===== src/rtl/mbe_pkg.sv =====
`timescale 1ns / 1ps
// ----------------------------------------------------------------------------
// mbe_pkg: shared types and constants for the escape-time iteration block
// Field widths, register map, controller state and the command and status
// groups that join the controller to the datapath.
// ----------------------------------------------------------------------------
package mbe_pkg;

  // Payload widths
  localparam int DATA_W     = 32;
  localparam int CNT_W      = 16;

  // Configuration port
  localparam int CFG_DATA_W = 32;
  localparam int CFG_ADDR_W = 2;

  localparam logic [CFG_ADDR_W-1:0] ADDR_ITER_LIMIT  = 2'd0;
  localparam logic [CNT_W-1:0]      ITER_LIMIT_RESET = 16'd120;

  // Controller states
  typedef enum logic [1:0] {
    ST_IDLE,
    ST_MUL,
    ST_CHK,
    ST_HOLD
  } mbe_state_t;

  // Controller to datapath
  typedef struct packed {
    logic start;
    logic mul;
    logic step;
    logic load_out;
  } mbe_cmd_t;

  // Datapath to controller
  typedef struct packed {
    logic beyond;
    logic at_limit;
  } mbe_sts_t;

endpackage


===== src/rtl/mbe_ctrl.sv =====
`timescale 1ns / 1ps
// ----------------------------------------------------------------------------
// mbe_ctrl: iteration sequencer
// Accepts a point, alternates multiply and update steps until escape or the
// limit, then hands the result to the output register.
// ----------------------------------------------------------------------------
module mbe_ctrl (
  input  logic              clk,
  input  logic              rst_n,
  input  logic              in_valid,
  output logic              in_ready,
  output logic              out_valid,
  input  logic              out_ready,
  input  mbe_pkg::mbe_sts_t sts,
  output mbe_pkg::mbe_cmd_t cmd
);
  import mbe_pkg::*;

  mbe_state_t state_r, state_nxt;
  logic       out_valid_r, out_valid_nxt;
  logic       out_free;
  logic       finish;

  assign out_free = !out_valid_r || out_ready;
  assign finish   = sts.beyond || sts.at_limit;

  // Next state
  always_comb begin
    state_nxt = state_r;
    unique case (state_r)
      ST_IDLE: if (in_valid) state_nxt = ST_MUL;
      ST_MUL:  state_nxt = ST_CHK;
      ST_CHK: begin
        if (!finish) begin
          state_nxt = ST_MUL;
        end else if (out_free) begin
          state_nxt = ST_IDLE;
        end else begin
          state_nxt = ST_HOLD;
        end
      end
      ST_HOLD: if (out_free) state_nxt = ST_IDLE;
      default: state_nxt = ST_IDLE;
    endcase
  end

  // Commands
  always_comb begin
    cmd      = '0;
    in_ready = 1'b0;
    unique case (state_r)
      ST_IDLE: begin
        in_ready  = 1'b1;
        cmd.start = in_valid;
      end
      ST_MUL:  cmd.mul = 1'b1;
      ST_CHK: begin
        cmd.step     = !finish;
        cmd.load_out = finish && out_free;
      end
      ST_HOLD: cmd.load_out = out_free;
      default: cmd = '0;
    endcase
  end

  // Result valid: set on load, drop when taken
  always_comb begin
    out_valid_nxt = out_valid_r;
    if (cmd.load_out) begin
      out_valid_nxt = 1'b1;
    end else if (out_ready) begin
      out_valid_nxt = 1'b0;
    end
  end

  always_ff @(posedge clk) begin
    if (!rst_n) begin
      state_r     <= ST_IDLE;
      out_valid_r <= 1'b0;
    end else begin
      state_r     <= state_nxt;
      out_valid_r <= out_valid_nxt;
    end
  end

  assign out_valid = out_valid_r;

endmodule


===== config.mk =====
export PLATFORM = sky130hd
export DESIGN_NAME = mbe_ctrl
export DESIGN_NICKNAME = d
export VERILOG_FILES = /design/src/rtl/mbe_pkg.sv /design/src/rtl/mbe_ctrl.sv
export SDC_FILE = /design/constraint.sdc
export NUM_CORES = 1
export LEC_CHECK = 0
export BUFFER_PORTS_ARGS = -buffer_cell sky130_fd_sc_hd__buf_2
export CORE_AREA = 2 2 39 41
export DETAILED_ROUTE_END_ITERATION = 10
export DIE_AREA = 0 0 41 43
export GPL_TIMING_DRIVEN = 0
export SLEW_MARGIN = 20
export SYNTH_ARGS = -nofsm -noshare
export SYNTH_HDL_FRONTEND = slang
export SYNTH_SLANG_ARGS = --single-unit

===== constraint.sdc =====
create_clock -name clk -period 1.12 [get_ports clk]
set_input_delay 0.056 -clock clk [delete_from_list [all_inputs] [get_ports clk]]
set_output_delay 0.056 -clock clk [all_outputs]
set_load 0.02 [all_outputs]

# After elaboration in Yosys (flattened, before gate mapping)
# Cells that the tools add are included.
[word_totals]
output_inout_bits = 6
wordCells = 27
in_bits = 6
register_bits = 3
[op_classes]
muxes = 12
eq_ne = 5
reduce_logical = 8
[ops]
columns = ["operator", "n"]
rows = [
  ["two-way mux 2 bit", 4],
  ["case mux 2 bit (4 select lines)", 1],
  ["two-way mux 1 bit", 6],
  ["== test 2 bit, second input constant", 2],
  ["inequality test 2 bit, second input constant", 2],
  ["== test 2 x 1 -> 1 bit, second input constant", 1],
  ["logical NOT 1 bit", 2],
  ["logical NOT 2 bit", 1],
  ["logical OR 1 bit", 2],
  ["case mux 1 bit (2 select lines)", 1],
  ["AND reduction 2 bit", 1],
  ["nonzero test 2 bit", 1],
  ["logical AND 1 bit", 1],
]

# Longest topological paths before layout
[depth]
ltp_word = 5
mapped_depth = 3
depth_no_buf = 3

# Least setup slack after synthesis
# Ideal clock, no wire load.
[synth_path]
path_kind = "register to output"
startpoint = "register state_r[0]"
endpoint = "output cmd[0] (netlist bit)"
arrival_ps = 999
path_stages_with_launch = 4
required_time_ps = 1064
path_buffers = 1
slack_ps = 65
cell_sequence = "dfxtp_1 or3_4 nor3b_4 buf_4"
[synth_lines]
columns = ["item", "line", "rtl"]
rows = [
  ["start, declared", "mbe_ctrl.sv:19", "mbe_state_t state_r, state_nxt;"],
  ["start signal, assigned", "mbe_ctrl.sv:81", "state_r <= state_nxt;"],
  ["end, declared", "mbe_ctrl.sv:15", "output mbe_pkg::mbe_cmd_t cmd"],
]

==> metrics.md <==
| Metric | Value |
|---|---|
| Gp weighted congestion | 0.603 |
| Count of cell types in the netlist | 14 |
| Worst R2R Path Depth | 5 |
| Worst Setup EP | cmd[1] |
| TritonRoute pass-1 iters | 1 |
| Cells after synthesis | 20 |
| GR Util All Layers | 0.0601 |
| Crit Path Class | reg2out |
| Number of antenna violations at the first check in global routing | 0 |
| Final WS setup | -0.121 ns |
| Die H | 43 um |
| #FFs+latches synth | 3 |
| Global-route wire length before repair | 600 um |
| Top cells by count, synth | dfxtp_1 (3), nor2_1 (3), a21oi_1 (2), nor2b_1 (2) |
| Max Slew Vio Count | 0 |
| Critical Path Most Common Cell | buf_6 |
| Final setup violation count | 3 |
| Period utilisation layout | 1.11 |
| Placeable Area | 0.00138 sq mm |
| Crit-path cells | or3_4 -> buf_6 -> nor2_4 -> buf_6 |
| Worst r2r dst | out_valid |
| Worst Path Arrival | 1.19 ns |
| Sequential Area | 62.6 sq um |
| Worst slew pin tran | 0.206 ns |
| Crit. End Element | output port |
| Reg2Reg Launch Point | state_r[0] |
| Ys flop type | dfxtp_1 |
| Post-DP Area | 248 sq um |
| Max FO, Critical Path | 2 |
| Yosys synthesis warning count | 0 |
| FP Rows | 14 |
| Area occupied by multi-input gates | 109 sq um |
| Hold Path Class | in2reg |
| Seq/Total Area, Yosys | 0.348 |
| Hold_buf cts | 0 |
| Failing checks | setup timing |
| Drt wl/cell | 8.02 um |
| Total die area | 0.00176 sq mm |
| Worst-path clk slew | 0.04 ns |
| Worst Setup SP | state_r[0] |
| CTS Buf Count | 3 |
| TritonCTS clock tree | built |
| Sink Count | 3 |
| Dpl ws | -0.0881 ns |
| Tmin final | 1.24 ns |
| Clk_lat worst skew | 0.23 ns |
| Fillers | 161 |
| Register-to-register path setup slack | -0.08 ns |
| Post-synth ARST share | 0 |
| CTS Buffer Depth | 2 |
| Top cell type by total area after synthesis | dfxtp_1 |
| CP startpoint kind | register |
| Cells taking the most area after synthesis | dfxtp_1 (35%), nor3b_4 (11%), nor2b_1 (7.2%) |
| Share of the synthesized area in the top cell type | 0.348 |
| Remaining DRCs | 0 |
| Share of cells above drive strength 1 | 0.658 |
| RSZ-0062 raised after global routing | yes |
| Number of port buffers | 11 |
| Avg Inst Size Synth | 8.63 sq um |
| Largest net degree at the start of global routing | 7 |
| Data required, critical path | 1.06 ns |
| Syn_nets | 26 |
| Via density per instance | 3.59 |
| Worst hold slack | 0.0502 ns |
| Max Freq | 806 MHz |
| # H-tree levels | 1 |
| GRT overflow | 0 |
| Root Buffer | clkbuf_4 |
| CP delay by family, top | simple AND/OR/NAND/NOR gates |
| Crit-path slowest cell | or3_4 |
| Crit-path max cell delay | 0.33 ns |
| Cell Pwr Density | 1240 mW/mm^2 |
| Dpl hpwl | 317 um |
| Leakage | 0.150 nW |
| Post-synth EDFFs | 0 |
| Fin nets | 45 |
| Tot Pwr | 0.403 mW |
| Synthesized area | 173 sq um |
| Vias in the first global route | 178 |
| Starting Density | 0.125 |
| Final instance area | 325 sq um |
| Final ANT Viol Nets | 0 |
| VDD IR-drop max | 0.000199 V |
| Vias | 194 |
| Initial DRC count | 0 |
| Area delta synth->final | 88.4% |
| Top-level port count | 12 |
| Antenna cells | 0 |
| Total Wirelength | 433 um |
| Final hold vios | 0 |
| Cell depth of the worst setup path | 4 |
| CP bufs+invs | 2 |
| Rel. slew slack | 0.861 |
| Outcome | complete, but fails checks |
| Die W | 41 um |
| Worst Clk Skew | 0.00123 ns |
| Max-cap check violation count | 0 |
==> worst min path at each step <==
stage | end | slack, ns | cells past startpoint | start
after floorplan | state_r[1] | 0.17 | 2 | rst_n
after global placement | state_r[1] | 0.30 | 3 | rst_n
after detailed placement | state_r[1] | 0.31 | 3 | rst_n
after CTS | state_r[1] | 0.05 | 3 | rst_n
after global routing | state_r[1] | 0.05 | 3 | rst_n
final | state_r[1] | 0.05 | 3 | rst_n
==> registers in the layout, summed over array words and instances (netlist names) <==
signal,flops
state_r,2
out_valid,1
==> cell usage in the layout, fill, tap and decap left out, types with 2 or more instances in the layout <==
| master | count |
|---|---|
| a21oi_1 | 2 |
| buf_2 | 8 |
| buf_4 | 4 |
| buf_6 | 3 |
| clkbuf_4 | 3 |
| dfxtp_2 | 2 |
| nor2_1 | 2 |
| nor2b_1 | 2 |
==> through the flow <==
stage,setup TNS [ns],utilization,std cells
2_1_floorplan,0,-,20
3_5_place_dp,-0.0881,0.179,47
6_report,-0.302,0.235,54
5_1_grt,-0.474,0.235,54
3_3_place_gp,-0.0836,0.179,47
4_1_cts,-0.343,0.226,54
==> cell families after synthesis <==
group | count (synthesis) | share of synthesized area
flops | 3 | 0.348
compound gates | 3 | 0.0869
buf+inv | 2 | 0.0652
simple gates | 12 | 0.500
==> layer usage <==
layer	vias to the layer above	wire length [um]	part of all wire	track usage
met5	-	0	0	0
met2	8	225	0.52	0.0813
met1	84	151	0.35	0.0415
met4	0	13	0.030	0.0600
met3	2	43	0.099	0.0628
li1	100	-	-	-
==> what timing repair did <==
item / in CTS / in global routing
gates resized for setup: 6 / 4
buffers inserted: 4 / 0
pin swaps: 1 / 0
setup endpoints to repair: 2 / 4
==> cell type report <==
cell class,instances,share of cell area
flip-flops and latches,3,0.192
repair buffers,15,0.319
clock buffers,4,0.0808
multi-input cells,15,0.335
well taps,16,0.0615
inverters,1,0.0115
==> power breakdown <==
group	total [mW]	switching (mW)	internal, mW
Sequential	0.119	0.00424	0.114
Clock	0.191	0.0576	0.134
Combinational	0.0936	0.0453	0.0483
Total	0.403	0.107	0.296
==> tightest hold or removal path, delay by kind of cell <==
family	cells	cell delay (ns)
buffers and inverters	1	0.11
and+or+nand+nor	2	0.08
(Power assumes the default switching activity.)
